==> config.mk <==
export PLATFORM = sky130hd
export DESIGN_NAME = vdcm_color
export DESIGN_NICKNAME = d
export VERILOG_FILES = /design/src/vdcm_pkg.sv /design/src/vdcm_color.sv
export SDC_FILE = /design/constraint.sdc
export NUM_CORES = 2
export LEC_CHECK = 0
export ABC_CLOCK_PERIOD_IN_PS = 18600
export BUFFER_PORTS_ARGS = -buffer_cell sky130_fd_sc_hd__buf_2
export CORE_MARGIN = 2
export CORE_UTILIZATION = 40
export CTS_CLUSTER_DIAMETER = 100
export CTS_CLUSTER_SIZE = 25
export DETAILED_ROUTE_END_ITERATION = 16
export HOLD_SLACK_MARGIN = 0.15
export PLACE_DENSITY = 0.67
export SKIP_LAST_GASP = 1
export SYNTH_ARGS = -nofsm -noshare
export SYNTH_HDL_FRONTEND = slang
export SYNTH_SLANG_ARGS = --single-unit
==> constraint.sdc <==
create_clock -name i_clk -period 18.6 [get_ports i_clk]
set_input_delay 2.79 -clock i_clk [delete_from_list [all_inputs] [get_ports i_clk]]
set_output_delay 2.79 -clock i_clk [all_outputs]
set_load 0.03 [all_outputs]
==> src/vdcm_pkg.sv <==
// Package for the vector direction color map: widths, fixed-point constants,
// the arctangent table and the shared sideband type. No dependencies.
package vdcm_pkg;

    localparam int COMPONENT_BITS = 16;
    localparam int CORDIC_STEPS   = 16;
    localparam int PRESCALE       = 40 - COMPONENT_BITS;
    localparam int W_DATA         = 44;
    localparam int W_ANG          = 26;
    localparam int W_STEP         = 5;
    localparam int N_STAGES       = 2 * CORDIC_STEPS + 6;

    localparam logic signed [W_ANG-1:0] DEG90  = W_ANG'(90 * 65536);
    localparam logic signed [W_ANG-1:0] DEG120 = W_ANG'(120 * 65536);
    localparam logic signed [W_ANG-1:0] DEG240 = W_ANG'(240 * 65536);
    localparam logic signed [W_ANG-1:0] DEG360 = W_ANG'(360 * 65536);
    localparam logic [23:0]             DEG255 = 24'(255 * 65536);
    localparam logic [15:0]             INV_GAIN = 16'd39797;
    localparam logic [23:0]             INV90    = 24'd11930465;

    typedef struct packed {
        logic                    mask;
        logic                    zero;
        logic signed [W_DATA-1:0] z;
        logic signed [W_ANG-1:0]  trend;
    } t_side;

    typedef enum logic [1:0] {
        SEG_RG = 2'd0,
        SEG_GB = 2'd1,
        SEG_BR = 2'd2
    } t_seg;

    function automatic logic signed [W_ANG-1:0] atan_q16(input logic [W_STEP-1:0] i);
        logic signed [W_ANG-1:0] a;
        a = '0;
        case (i)
            5'd0:  a = W_ANG'(2949120);
            5'd1:  a = W_ANG'(1740967);
            5'd2:  a = W_ANG'(919879);
            5'd3:  a = W_ANG'(466945);
            5'd4:  a = W_ANG'(234379);
            5'd5:  a = W_ANG'(117304);
            5'd6:  a = W_ANG'(58666);
            5'd7:  a = W_ANG'(29335);
            5'd8:  a = W_ANG'(14668);
            5'd9:  a = W_ANG'(7334);
            5'd10: a = W_ANG'(3667);
            5'd11: a = W_ANG'(1833);
            5'd12: a = W_ANG'(917);
            5'd13: a = W_ANG'(458);
            5'd14: a = W_ANG'(229);
            5'd15: a = W_ANG'(115);
            5'd16: a = W_ANG'(57);
            5'd17: a = W_ANG'(29);
            5'd18: a = W_ANG'(14);
            5'd19: a = W_ANG'(7);
            5'd20: a = W_ANG'(4);
            5'd21: a = W_ANG'(2);
            5'd22: a = W_ANG'(1);
            default: a = '0;
        endcase
        return a;
    endfunction

endpackage

==> src/vdcm_color.sv <==
// Four-stage hue and white blend from trend and plunge angles.
// Depends on vdcm_pkg.
module vdcm_color (
    input  logic                              i_clk,
    input  logic                              i_en,
    input  logic signed [vdcm_pkg::W_ANG-1:0]  i_trend,
    input  logic signed [vdcm_pkg::W_ANG-1:0]  i_plunge,
    input  logic                              i_mask,
    input  logic                              i_zero,
    output logic [7:0]                        o_red,
    output logic [7:0]                        o_green,
    output logic [7:0]                        o_blue
);
    import vdcm_pkg::*;

    logic signed [W_ANG-1:0] p;
    logic [22:0]             n_wn;
    t_seg                    seg;
    logic [22:0]             t;
    logic [27:0]             rise_m, fall_m;
    logic [23:0]             n_ch [3];

    logic [23:0] r_a_ch [3];
    logic [46:0] r_a_prod;
    logic [1:0]  r_a_f;
    logic [23:0] r_b_ch [3];
    logic [16:0] r_b_w;
    logic [1:0]  r_b_f;
    logic [23:0] r_c_ch [3];
    logic [40:0] r_c_prod [3];
    logic [1:0]  r_c_f;
    logic [7:0]  r_out [3];

    always_comb begin
        if (i_plunge < 0) begin
            p = '0;
        end else if (i_plunge > DEG90) begin
            p = DEG90;
        end else begin
            p = i_plunge;
        end
        n_wn = 23'(DEG90 - p);
        if (i_trend <= DEG120) begin
            seg = SEG_RG;
            t   = 23'(i_trend);
        end else if (i_trend <= DEG240) begin
            seg = SEG_GB;
            t   = 23'(i_trend - DEG120);
        end else begin
            seg = SEG_BR;
            t   = 23'(i_trend - DEG240);
        end
        rise_m = 28'(t) * 28'd17;
        fall_m = 28'(23'(DEG120) - t) * 28'd17;
        n_ch[0] = '0;
        n_ch[1] = '0;
        n_ch[2] = '0;
        unique case (seg)
            SEG_RG: begin
                n_ch[0] = rise_m[26:3] == 0 ? fall_m[26:3] : fall_m[26:3];
                n_ch[1] = rise_m[26:3];
            end
            SEG_GB: begin
                n_ch[1] = fall_m[26:3];
                n_ch[2] = rise_m[26:3];
            end
            SEG_BR: begin
                n_ch[2] = fall_m[26:3];
                n_ch[0] = rise_m[26:3];
            end
            default: begin
                n_ch[0] = '0;
            end
        endcase
    end

    always_ff @(posedge i_clk) begin
        if (i_en) begin
            r_a_ch   <= n_ch;
            r_a_prod <= 47'(n_wn) * 47'(INV90);
            r_a_f    <= {i_mask, i_zero};
            r_b_ch   <= r_a_ch;
            r_b_w    <= r_a_prod[46:30];
            r_b_f    <= r_a_f;
            r_c_ch   <= r_b_ch;
            for (int k = 0; k < 3; k++) begin
                r_c_prod[k] <= 41'(DEG255 - r_b_ch[k]) * 41'(r_b_w);
            end
            r_c_f    <= r_b_f;
            for (int k = 0; k < 3; k++) begin
                logic [24:0] s;
                s = 25'(r_c_ch[k]) + 25'(r_c_prod[k] >> 16);
                if (!r_c_f[1]) begin
                    r_out[k] <= '0;
                end else if (r_c_f[0]) begin
                    r_out[k] <= (k == 0) ? 8'd255 : 8'd0;
                end else if (s[24]) begin
                    r_out[k] <= 8'd255;
                end else begin
                    r_out[k] <= s[23:16];
                end
            end
        end
    end

    assign o_red   = r_out[0];
    assign o_green = r_out[1];
    assign o_blue  = r_out[2];
endmodule

==> metrics.md <==
| Metric | Value |
|---|---|
| Worst-Skew Late Latency | 620 ps |
| Root Driver | clkbuf_16 |
| Num Clock Sinks | 355 |
| Die W | 414.2 um |
| Most common cell in the netlist | inv_1 |
| Placed cell area | 70,580 sq um |
| Total Nets Final | 8,823 |
| Worst EP required | 18,950 ps |
| Post-CTS resize count | 0 |
| Synth top area share | 0.3988 |
| Worst-Margin Slew | 1254 ps |
| Starting Density | 0.4026 |
| Status | completed |
| Number of global-route vias before repair | 50.21k |
| Num ports | 80 |
| Kind of critical path | input pin to register |
| Worst min-delay path startpoint | r_a_prod[40] |
| Worst r2r src | r_b_ch[27] |
| Fillers | 15.95k |
| Port Buffers | 79 |
| R2R cell count | 30 |
| Layout cells sized above 1 | 0.04398 |
| Synth area leaders | fa_1 (40%), edfxtp_1 (16%), ha_1 (12%) |
| Pin count of the biggest net entering global routing | 183 |
| Syn avg cell area | 9.890 sq um |
| ANT cells | 0 |
| CTS tree | done |
| Critical-path top delay cell | a2111oi_1 |
| CTS Buffer Depth | 3 |
| H-tree depth | 1 |
| Syn_nets | 8,846 |
| Ys async rst share | 0 |
| Cells after Synth | 6,807 |
| Register bit total from synthesis | 355 |
| Core ar. | 167,200 sq um |
| Drt via density | 5.095 |
| Die area | 171,600 sq um |
| First-pass GRT wire length | 273.5 mm |
| Fmax | 0.07881 GHz |
| Slew Viols, Final | 0 |
| Primary FF master, synth | edfxtp_1 |
| Total track usage | 0.1995 |
| Detailed Route WL | 166.7 mm |
| Clk slew on worst S/H paths | 100 ps |
| Crit path top cell by count | fa_1 |
| Library cells used by synthesis | 83 |
| Tmin final | 12,690 ps |
| WL/cell | 18.52 um |
| Grt ovf | 0 |
| Max-slew headroom at the worst pin | 0.1616 |
| Max Clock Skew | 22.16 ps |
| DRC Markers | 0 |
| Worst hold stages | 0 |
| Fin area | 71,400 sq um |
| Final period utilization | 0.6822 |
| Critical R2R Capture | r_c_prod[0][81] |
| Sequential cell area fraction in the yosys report | 0.1583 |
| Routability cong. | 0.8994 |
| Synth cell count leaders | inv_1 (1,575), fa_1 (1,341), nand2_1 (894) |
| Worst Path Arrival | 13,040 ps |
| Setup TNS | 0 ps |
| Initial antenna violation count | 6 |
| Number of hold buffers added after cts | 0 |
| Area leader, netlist | fa_1 |
| Synth Cell Area | 67,320 sq um |
| Post-route ant nets | 0 |
| Post-synth EDFFs | 355 |
| Die Y | 414.2 um |
| Layout area overhead | 6.057% |
| Setup Buffers After CTS | 0 |
| Synth warn | 0 |
| Worst Hold Class | register to register |
| CP startpoint kind | input pin |
| Critical path capture point type | register |
| DR pass1 iterations | 6 |
| Min-Delay Endpoint | r_b_w[10] |
| Final setup violating endpoints | 0 |
| CP peak stage delay | 1110 ps |
| Max-cap viol count | 0 |
| Detailed placement HPWL | 130.4 mm |
| Final hold violation count | 0 |
| Vias | 45.87k |
| Critical Path Fanout Max | 18 |
| CTS Buf Count | 24 |
| Reg2reg setup slack | 8830 ps |
| 1st-iter DRT viols | 2,853 |
| RSZ-0062 raised after global routing | false |
| Row count | 150 |
-- layout by cell type (no fill, tap or decap), types with 9 or more instances in the layout --
cell type / count
a211oi_1: 20
nand4_1: 15
and3_1: 32
xor2_2: 13
o211ai_1: 13
o21a_1: 29
a31oi_1: 22
a21oi_1: 138
buf_2: 78
xor2_1: 103
o31ai_1: 11
edfxtp_1: 355
nor4_1: 19
fa_1: 1341
xnor2_1: 168
nor2b_1: 50
nor3_1: 53
nand3_1: 48
or3_1: 17
nand2_1: 894
o21bai_1: 9
inv_1: 1575
o21ai_0: 71
ha_1: 642
nor2_1: 168
o22ai_1: 45
and2_1: 485
buf_4: 113
clkbuf_16: 24
nand2b_1: 28
mux2_2: 15
a21o_1: 47
a31o_2: 9
-- worst max-delay path by stage --
stage	startpoint	end	slack (ps)	cells past startpoint
finish	i_plunge[2]	r_a_prod[46]	5910	34
detailed placement	i_plunge[2]	r_a_prod[46]	5370	34
global placement	i_plunge[2]	r_a_prod[46]	5500	35
floorplan	i_plunge[8]	r_a_prod[46]	6770	36
global route	i_plunge[2]	r_a_prod[46]	5260	35
CTS	i_plunge[2]	r_a_prod[46]	5990	34
-- kinds of logic (layout without fill, tap and decap cells) --
kind of cell             after synthesis  in the layout  share of synthesized area
adder cells (fa/ha/maj)             1983           1983                     0.5181
AND/OR/NAND/NOR                     1850           1850                     0.1323
buffers and inverters               1817           1808                     0.1016
AO/OA/AOI/OAI                        492            492                    0.04853
flip-flops                           355            355                     0.1583
XOR/XNOR                             290            290                    0.03795
multiplexers                          20             20                   0.003252
-- layout make-up --
| type | instances | area, sq um | share of cell area |
|---|---|---|---|
| inverters | 1575 | 5912 | 0.08280 |
| clock inverters | 16 | 221.5 | 0.003102 |
| flip-flops and latches | 355 | 10660 | 0.1493 |
| clock buffers | 24 | 600.6 | 0.008412 |
| multi-input cells | 4635 | 49970 | 0.6999 |
| repair buffers | 193 | 1274 | 0.01784 |
| well taps | 2204 | 2758 | 0.03862 |
-- worst max-delay path: cells and delay by family --
kind	cells	cell delay (ps)
AND/OR/NAND/NOR	6	1900
buffers and inverters	7	810
XOR/XNOR	1	80
adder cells (fa/ha/maj)	8	3320
AO/OA/AOI/OAI	12	4110
-- state kept, by name (all words and copies together), names as in the netlist --
name and flops:
r_b_w 17, r_out 24, r_b_f 2, r_a_f 2
r_b_ch 72, r_a_prod 17, r_c_ch 72, r_c_prod 75
r_c_f 2, r_a_ch 72
-- per-layer routing --
metal / vias to the layer above / wire length, um / track usage
li1: 20682 / - / -
met1: 23704 / 72610 / 0.2757
met2: 1264 / 81180 / 0.3429
met3: 215 / 9286 / 0.01528
met4: 2 / 3621 / 0.04489
met5: - / 13 / 0
-- per-stage QoR --
stage / util / worst slack [ps] / hold slack (ps) / std cells
6_report: 0.4270 / 5912 / 420.1 / 9002
5_1_grt: 0.4270 / 5261 / 426.4 / 9002
4_1_cts: 0.4270 / 5991 / 421.6 / 9002
3_5_place_dp: 0.4221 / 5370 / 405.4 / 8962
3_3_place_gp: 0.4221 / 5497 / 402.1 / 8962
2_1_floorplan: - / 6766 / 400.3 / 6807
Power is left out: the tool's default activity adds up to more than one toggle a clock period on the data nets, which glitch-free logic cannot reach.
