<file path="src/vdcm_pkg.sv">
// Package for the vector direction color map: widths, fixed-point constants,
// the arctangent table and the shared sideband type. No dependencies.
package vdcm_pkg;

    localparam int COMPONENT_BITS = 16;
    localparam int CORDIC_STEPS   = 16;
    localparam int PRESCALE       = 40 - COMPONENT_BITS;
    localparam int W_DATA         = 44;
    localparam int W_ANG          = 26;
    localparam int W_STEP         = 5;
    localparam int N_STAGES       = 2 * CORDIC_STEPS + 6;

    localparam logic signed [W_ANG-1:0] DEG90  = W_ANG'(90 * 65536);
    localparam logic signed [W_ANG-1:0] DEG120 = W_ANG'(120 * 65536);
    localparam logic signed [W_ANG-1:0] DEG240 = W_ANG'(240 * 65536);
    localparam logic signed [W_ANG-1:0] DEG360 = W_ANG'(360 * 65536);
    localparam logic [23:0]             DEG255 = 24'(255 * 65536);
    localparam logic [15:0]             INV_GAIN = 16'd39797;
    localparam logic [23:0]             INV90    = 24'd11930465;

    typedef struct packed {
        logic                    mask;
        logic                    zero;
        logic signed [W_DATA-1:0] z;
        logic signed [W_ANG-1:0]  trend;
    } t_side;

    typedef enum logic [1:0] {
        SEG_RG = 2'd0,
        SEG_GB = 2'd1,
        SEG_BR = 2'd2
    } t_seg;

    function automatic logic signed [W_ANG-1:0] atan_q16(input logic [W_STEP-1:0] i);
        logic signed [W_ANG-1:0] a;
        a = '0;
        case (i)
            5'd0:  a = W_ANG'(2949120);
            5'd1:  a = W_ANG'(1740967);
            5'd2:  a = W_ANG'(919879);
            5'd3:  a = W_ANG'(466945);
            5'd4:  a = W_ANG'(234379);
            5'd5:  a = W_ANG'(117304);
            5'd6:  a = W_ANG'(58666);
            5'd7:  a = W_ANG'(29335);
            5'd8:  a = W_ANG'(14668);
            5'd9:  a = W_ANG'(7334);
            5'd10: a = W_ANG'(3667);
            5'd11: a = W_ANG'(1833);
            5'd12: a = W_ANG'(917);
            5'd13: a = W_ANG'(458);
            5'd14: a = W_ANG'(229);
            5'd15: a = W_ANG'(115);
            5'd16: a = W_ANG'(57);
            5'd17: a = W_ANG'(29);
            5'd18: a = W_ANG'(14);
            5'd19: a = W_ANG'(7);
            5'd20: a = W_ANG'(4);
            5'd21: a = W_ANG'(2);
            5'd22: a = W_ANG'(1);
            default: a = '0;
        endcase
        return a;
    endfunction

endpackage

</file>
<file path="src/vdcm_cordic_stage.sv">
// One registered CORDIC vectoring step with sideband.
// Depends on vdcm_pkg.
module vdcm_cordic_stage (
    input  logic                              i_clk,
    input  logic                              i_en,
    input  logic [vdcm_pkg::W_STEP-1:0]       i_step,
    input  logic signed [vdcm_pkg::W_DATA-1:0] i_x,
    input  logic signed [vdcm_pkg::W_DATA-1:0] i_y,
    input  logic signed [vdcm_pkg::W_ANG-1:0]  i_ang,
    input  vdcm_pkg::t_side                   i_side,
    output logic signed [vdcm_pkg::W_DATA-1:0] o_x,
    output logic signed [vdcm_pkg::W_DATA-1:0] o_y,
    output logic signed [vdcm_pkg::W_ANG-1:0]  o_ang,
    output vdcm_pkg::t_side                   o_side
);
    import vdcm_pkg::*;

    logic signed [W_DATA-1:0] dx, dy, n_x, n_y;
    logic signed [W_ANG-1:0]  n_ang, a;
    logic signed [W_DATA-1:0] r_x, r_y;
    logic signed [W_ANG-1:0]  r_ang;
    t_side                    r_side;

    always_comb begin
        dx = i_y >>> i_step;
        dy = i_x >>> i_step;
        a  = atan_q16(i_step);
        if (i_y > 0) begin
            n_x   = i_x + dx;
            n_y   = i_y - dy;
            n_ang = i_ang + a;
        end else begin
            n_x   = i_x - dx;
            n_y   = i_y + dy;
            n_ang = i_ang - a;
        end
    end

    always_ff @(posedge i_clk) begin
        if (i_en) begin
            r_x    <= n_x;
            r_y    <= n_y;
            r_ang  <= n_ang;
            r_side <= i_side;
        end
    end

    assign o_x    = r_x;
    assign o_y    = r_y;
    assign o_ang  = r_ang;
    assign o_side = r_side;
endmodule

</file>
<file path="config.mk">
export PLATFORM = sky130hd
export DESIGN_NAME = vdcm_cordic_stage
export DESIGN_NICKNAME = d
export VERILOG_FILES = /design/src/vdcm_pkg.sv /design/src/vdcm_cordic_stage.sv
export SDC_FILE = /design/constraint.sdc
export NUM_CORES = 1
export LEC_CHECK = 0
export ABC_CLOCK_PERIOD_IN_PS = 6500
export BUFFER_PORTS_ARGS = -buffer_cell sky130_fd_sc_hd__buf_2
export CELL_PAD_IN_SITES_DETAIL_PLACEMENT = 1
export CELL_PAD_IN_SITES_GLOBAL_PLACEMENT = 2
export CORE_UTILIZATION = 33
export DETAILED_ROUTE_END_ITERATION = 8
export GPL_TIMING_DRIVEN = 0
export PLACE_DENSITY_LB_ADDON = 0.1
export SYNTH_ARGS = -nofsm -noshare
export SYNTH_HDL_FRONTEND = slang
export SYNTH_SLANG_ARGS = --single-unit
export TNS_END_PERCENT = 10
</file>
<file path="constraint.sdc">
create_clock -name i_clk -period 6.5 [get_ports i_clk]
set_input_delay 0.975 -clock i_clk [delete_from_list [all_inputs] [get_ports i_clk]]
set_output_delay 0.975 -clock i_clk [all_outputs]
set_load 0.1 [all_outputs]
</file>
==> flow_summary.toml, run 1 <==
[pwr]
p_total_mw = 8.09
p_per_area_mw_per_mm2 = 292
clock_power_share = 0.151
seq_power_share = 0.214
p_switching_mw = 4.39
p_leak_nw = 11.2
ir_worst_vdd_mv = 0.203
comb_power_share = 0.635
internal_power_mw = 3.70
p_sw_frac = 0.543

[detailed_routing]
wl_um = 111000
drt_iter0_markers = 1789
ant_nets = 0
drc_errors = 0
wl_per_cell_um = 32.3
num_vias = 21200
via_per_inst = 6.19
dr.pass1.iters = 6

[place]
portBuffers = 377
place.gp.congestion = 0.982
place_hpwl_um = 83800
dp.cells = 3252

[layout]
layout-drive-gt1-share = 0.409
finalNetCount = 2895
multi_input_area_mm2 = 0.0158
regArea_mm2 = 0.00559
num-fill-cells = 7011
syn2layout_area_growth_pct = 32.2
fin_cells = 3430

[timing]
final-hold-violation-count = 0
finalSetupViolations = 2
period_needed_ns = 6.56
setup_ws_ns = -0.0550
rsz0062_at_grt = "yes"
tns_ns = -0.0675
worst_pin_slew_ns = 1.30
finalCritPeriodShare = 1.01
slew_viol_final = 0
timing.hold.ws_ns = 0.625
fmax_mhz = 153
slew-limit-headroom = 0.132

[floorplan]
die_x_um = 254
core.rowCount = 92
die_h_um = 254
core_mm2 = 0.0630
die_area_mm2 = 0.0646
initial_core_util = 0.333
pin_count = 379

[global_routing]
antenna_found_initial = 3
grt_pass1_wl_um = 155000
grt_max_degree = 109
grt_pass1_vias = 21500
grt_usage = 0.339
gr-total-overflow = 0

[clock_tree]
numCtsBuffers = 17
clk_path_buf_depth = 2
clkTransAtPathRegs_ns = 0.11
cts_tree = "done"
cts_sinks = 186
htree_levels = 4
cts_hold_buf = 0
clockRootBuffer = "clkbuf_16"

[min_path]
min-delay-start = "i_side[9]"
holdCritPathClass = "in -> reg"

[worst_setup_path]
crit_start = "i_step[2]"
worstPathArrival_ns = 6.81
start_kind = "input port"
critPathMostFrequentCell = "buf_6"
cp.required_ns = 6.76
end_kind = "flop"
cp_max_fo = 10
path_class = "in -> reg"
slowest_stage = "mux2i_1"
slowest_delay_ns = 0.38

[outcome]
violations = "negative setup slack"
status = "finished with violations"

[yosys]
synth_edf_count = 186
async_reset_ff_frac = 0
yosysWarnings = 0
syn_area_mm2 = 0.0210
synthTopCellsByArea = "edfxtp_1 27%, mux4_2 16%, ha_1 7.7%"
mappedNetlistNets = 2353
synthCells = 2028
synth_common_cells = "186 x edfxtp_1, 164 x a21oi_1, 145 x mux4_2, 133 x nor2_1, 129 x ha_1"
synth_most_common_cell = "edfxtp_1"
synth.distinct_cells = 89
ys_ff_latch = 186
avgSynthCellArea_um2 = 10.3
yosys_most_used_dff = "edfxtp_1"
synth_top_area_share = 0.266
synth_top_cell_by_area = "edfxtp_1"
ys_seq_area_frac = 0.266

[flow_run]
cap_viol_max_count = 0
-- power by group through the flow --
stage / sequential [mW] / combinational [mW] / clock [mW]
finish: 1.73 / 5.13 / 1.22
CTS: 1.74 / 4.94 / 1.26
global route: 1.76 / 5.35 / 1.30
detailed placement: 1.76 / 4.59 / 0
global placement: 1.75 / 4.57 / 0
floorplan: 3.57 / 1.72 / 0
-- area by class of cell --
class,instances,area share
antenna,1,0.0000902
buffer,111,0.0415
clock buffer,17,0.0153
clock inverter,15,0.00844
inverter,44,0.00641
multi-input combinational,1685,0.571
sequential,186,0.201
tap,846,0.0382
timing repair buffer,525,0.118
-- worst paths after layout --
kind / end / cells after the start
hold / removal: o_side[9] / 1
setup / recovery: o_y[43] / 26
-- routing by layer --
metal  track usage  wire length (um)  share of wire  vias to the layer above
met3        0.0714              9210          0.083                      301
met4         0.188              6810          0.061                        4
li1              -                 -              -                     9064
met5             0                29        0.00026                        -
met1         0.433             45100           0.41                    10700
met2         0.534             49700           0.45                     1158
-- cell usage in the layout (no fill, tap or decap), drive strengths merged, types with 38 or more instances in the layout --
cell,n
buf,599
edfxtp,186
a21oi,164
mux4,153
nor2,133
ha,129
xnor2,124
nand2,118
o21ai,117
mux2i,83
xor2,74
a21o,67
inv,54
clkbuf,52
mux2,48
nand3,38
-- per-stage QoR --
| step | util | instance area, um2 | worst slack, ns |
|---|---|---|---|
| floorplan | - | 21000 | 0.0263 |
| global placement | 0.380 | 23900 | -2.91 |
| detailed placement | 0.381 | 24000 | -2.90 |
| CTS | 0.428 | 26900 | -0.00461 |
| global route | 0.440 | 27700 | -0.0864 |
| finish | 0.440 | 27700 | -0.0550 |
-- repair_timing --
action | 4_1_cts | 5_1_grt
pin swaps | 78 | 75
setup endpoints to repair | 84 | 35
buffers inserted | 101 | 43
gates cloned | 3 | 0
gates resized for setup | 345 | 108
-- critical path: cells and delay by family --
kind | cells | cell delay, ns
AO/OA/AOI/OAI | 11 | 2.31
buffers and inverters | 8 | 1.78
AND/OR/NAND/NOR | 3 | 0.71
multiplexers | 1 | 0.38
adder cells (fa/ha/maj) | 1 | 0.34
XOR/XNOR | 2 | 0.31
-- cells by family (layout without fill, tap and decap cells) --
group | after synthesis | in the layout | synth area share
other | 0 | 1 | 0
DFF | 186 | 186 | 0.266
adders and majority gates | 132 | 132 | 0.0798
muxes | 284 | 284 | 0.231
xor gates and xnor gates | 198 | 198 | 0.0830
AOI/OAI and AO/OA | 573 | 573 | 0.178
buffers and inverters | 157 | 712 | 0.0405
and+or+nand+nor | 498 | 498 | 0.122
-- flip-flops by register name (all words and copies together), names as in the netlist --
name    flops
o_x        44
o_ang      26
o_side     72
o_y        44
Power figures use the tool's default switching activity.
==> run 2: changes to the inputs <==
--- a/config.mk
+++ b/config.mk
@@ -7,12 +7,13 @@
 export LEC_CHECK = 0
 export ABC_CLOCK_PERIOD_IN_PS = 6500
 export BUFFER_PORTS_ARGS = -buffer_cell sky130_fd_sc_hd__buf_2
-export CELL_PAD_IN_SITES_DETAIL_PLACEMENT = 1
-export CELL_PAD_IN_SITES_GLOBAL_PLACEMENT = 2
-export CORE_UTILIZATION = 33
+export CELL_PAD_IN_SITES_DETAIL_PLACEMENT = 0
+export CELL_PAD_IN_SITES_GLOBAL_PLACEMENT = 1
+export CORE_UTILIZATION = 41
 export DETAILED_ROUTE_END_ITERATION = 8
 export GPL_TIMING_DRIVEN = 0
 export PLACE_DENSITY_LB_ADDON = 0.1
+export SETUP_SLACK_MARGIN = 0.4
 export SYNTH_ARGS = -nofsm -noshare
 export SYNTH_HDL_FRONTEND = slang
 export SYNTH_SLANG_ARGS = --single-unit
==> run 2 against run 1 <==
- the run still ends with negative setup slack left
- total power fell by 3.4%
- sequential cell count stayed put
- wire length down 6.5%
- first-iteration DRC count rose by 19%
- via count is 0.50% higher
- die area decreased by 19%
- critical path type unchanged
- highest routed layer is now met4
==> flow_summary.toml, run 2 (synthesized netlist as in run 1, its figures left out) <==
[outcome]
status = "finished with violations"
violations = "negative setup slack"

[worst_setup_path]
slowest_delay_ns = 0.48
cp_max_fo = 7
slowest_stage = "mux4_2"
worstPathArrival_ns = 6.98
cpLargestDelayFamily = "compound AO/OA/AOI/OAI gates"
cp.required_ns = 6.76
end_kind = "flop"
path_class = "in -> reg"
critPathMostFrequentCell = "buf_16"
start_kind = "input port"
path_buf_inv = 9

[timing]
worst_pin_slew_ns = 1.16
setup_ws_ns = -0.221
rsz0062_at_grt = "yes"
fmax_mhz = 149
final-hold-violation-count = 0
slew-limit-headroom = 0.226
slew_viol_final = 0
period_needed_ns = 6.72
finalSetupViolations = 8
finalCritPeriodShare = 1.03
timing.hold.ws_ns = 0.642

[clock_tree]
clockRootBuffer = "clkbuf_16"
clk_path_buf_depth = 2
cts_sinks = 186
htree_levels = 4
numCtsBuffers = 17
cts_tree = "done"
clkTransAtPathRegs_ns = 0.08

[detailed_routing]
dr.pass1.iters = 6
num_vias = 21400
drt_iter0_markers = 2137
via_per_inst = 6.62
ant_nets = 0
drc_errors = 0
wl_per_cell_um = 32.1
wl_um = 104000

[floorplan]
die_h_um = 228
core.rowCount = 82
pin_count = 379
die_area_mm2 = 0.0521
initial_core_util = 0.417
die_x_um = 228
core_mm2 = 0.0503

[layout]
finalInstanceArea_mm2 = 0.0271
final_cell_mix = "384 x buf_2, 186 x edfxtp_1, 147 x mux4_2, 146 x a21oi_1"
syn2layout_area_growth_pct = 29.1
final_common_cell = "buf_2"
largest_register_ffs = 72
fin_util = 0.539
fin_cells = 3227
finalNetCount = 2866
layout-drive-gt1-share = 0.399

[global_routing]
grt_pass1_wl_um = 145000
grt_max_degree = 126
grt_pass1_vias = 20400
grt_usage = 0.388
gr-total-overflow = 0
antenna_found_initial = 3

[place]
dp_slack_ns = -2.41
place_hpwl_um = 76700
place.gp.congestion = 1.03
dp.cells = 3078
portBuffers = 377
place_area_mm2 = 0.0240

[pwr]
p_per_area_mw_per_mm2 = 288
p_leak_nw = 11.0
ir_worst_vdd_mv = 0.338

[min_path]
holdCritPathClass = "in -> reg"

[flow_run]
cap_viol_max_count = 0
-- run 2: layout make-up --
class                   instances  area [um2]
fillers                      4538       23200
multi-input cells            1685       15700
flip-flops and latches        186        5590
repair buffers                494        2990
plain buffers                 113        1160
well taps                     672         841
clock buffers                  18         429
inverters                      44         180
clock inverters                14         146
diodes                          1        2.50
-- run 2: path summary, 6_finish.rpt --
kind / from / endpoint / slack (ns) / depth (start not counted)
min: i_side[49] / o_side[49] / 0.64 / 1
max: i_step[0] / o_y[43] / -0.22 / 29
-- run 2: metal layers --
metal  share of wire  global-route usage
met5               0              0.0110
met4           0.065               0.223
met3            0.12               0.121
met2            0.43               0.582
met1            0.39               0.493
-- run 2: repair_timing --
item / CTS / global route
resized for setup: 277 / 104
pin swaps: 64 / 49
hold buffers: 0 / 0
buffers inserted: 84 / 30
setup endpoints to repair: 85 / 49
cloned: 2 / 0
-- run 2: report_power, final --
part | internal (mW) | switching, mW
registers | 1.67 | 0.0561
clock network | 0.511 | 0.560
logic | 1.41 | 3.61
total | 3.59 | 4.22
-- run 2: through the flow --
step                      power, mW  setup TNS (ns)
final                          7.81          -0.721
after global routing           8.09           -1.92
after global placement         6.28         -106.16
after CTS                      7.65               0
after floorplan                5.31               0
after detailed placement       6.31         -106.28
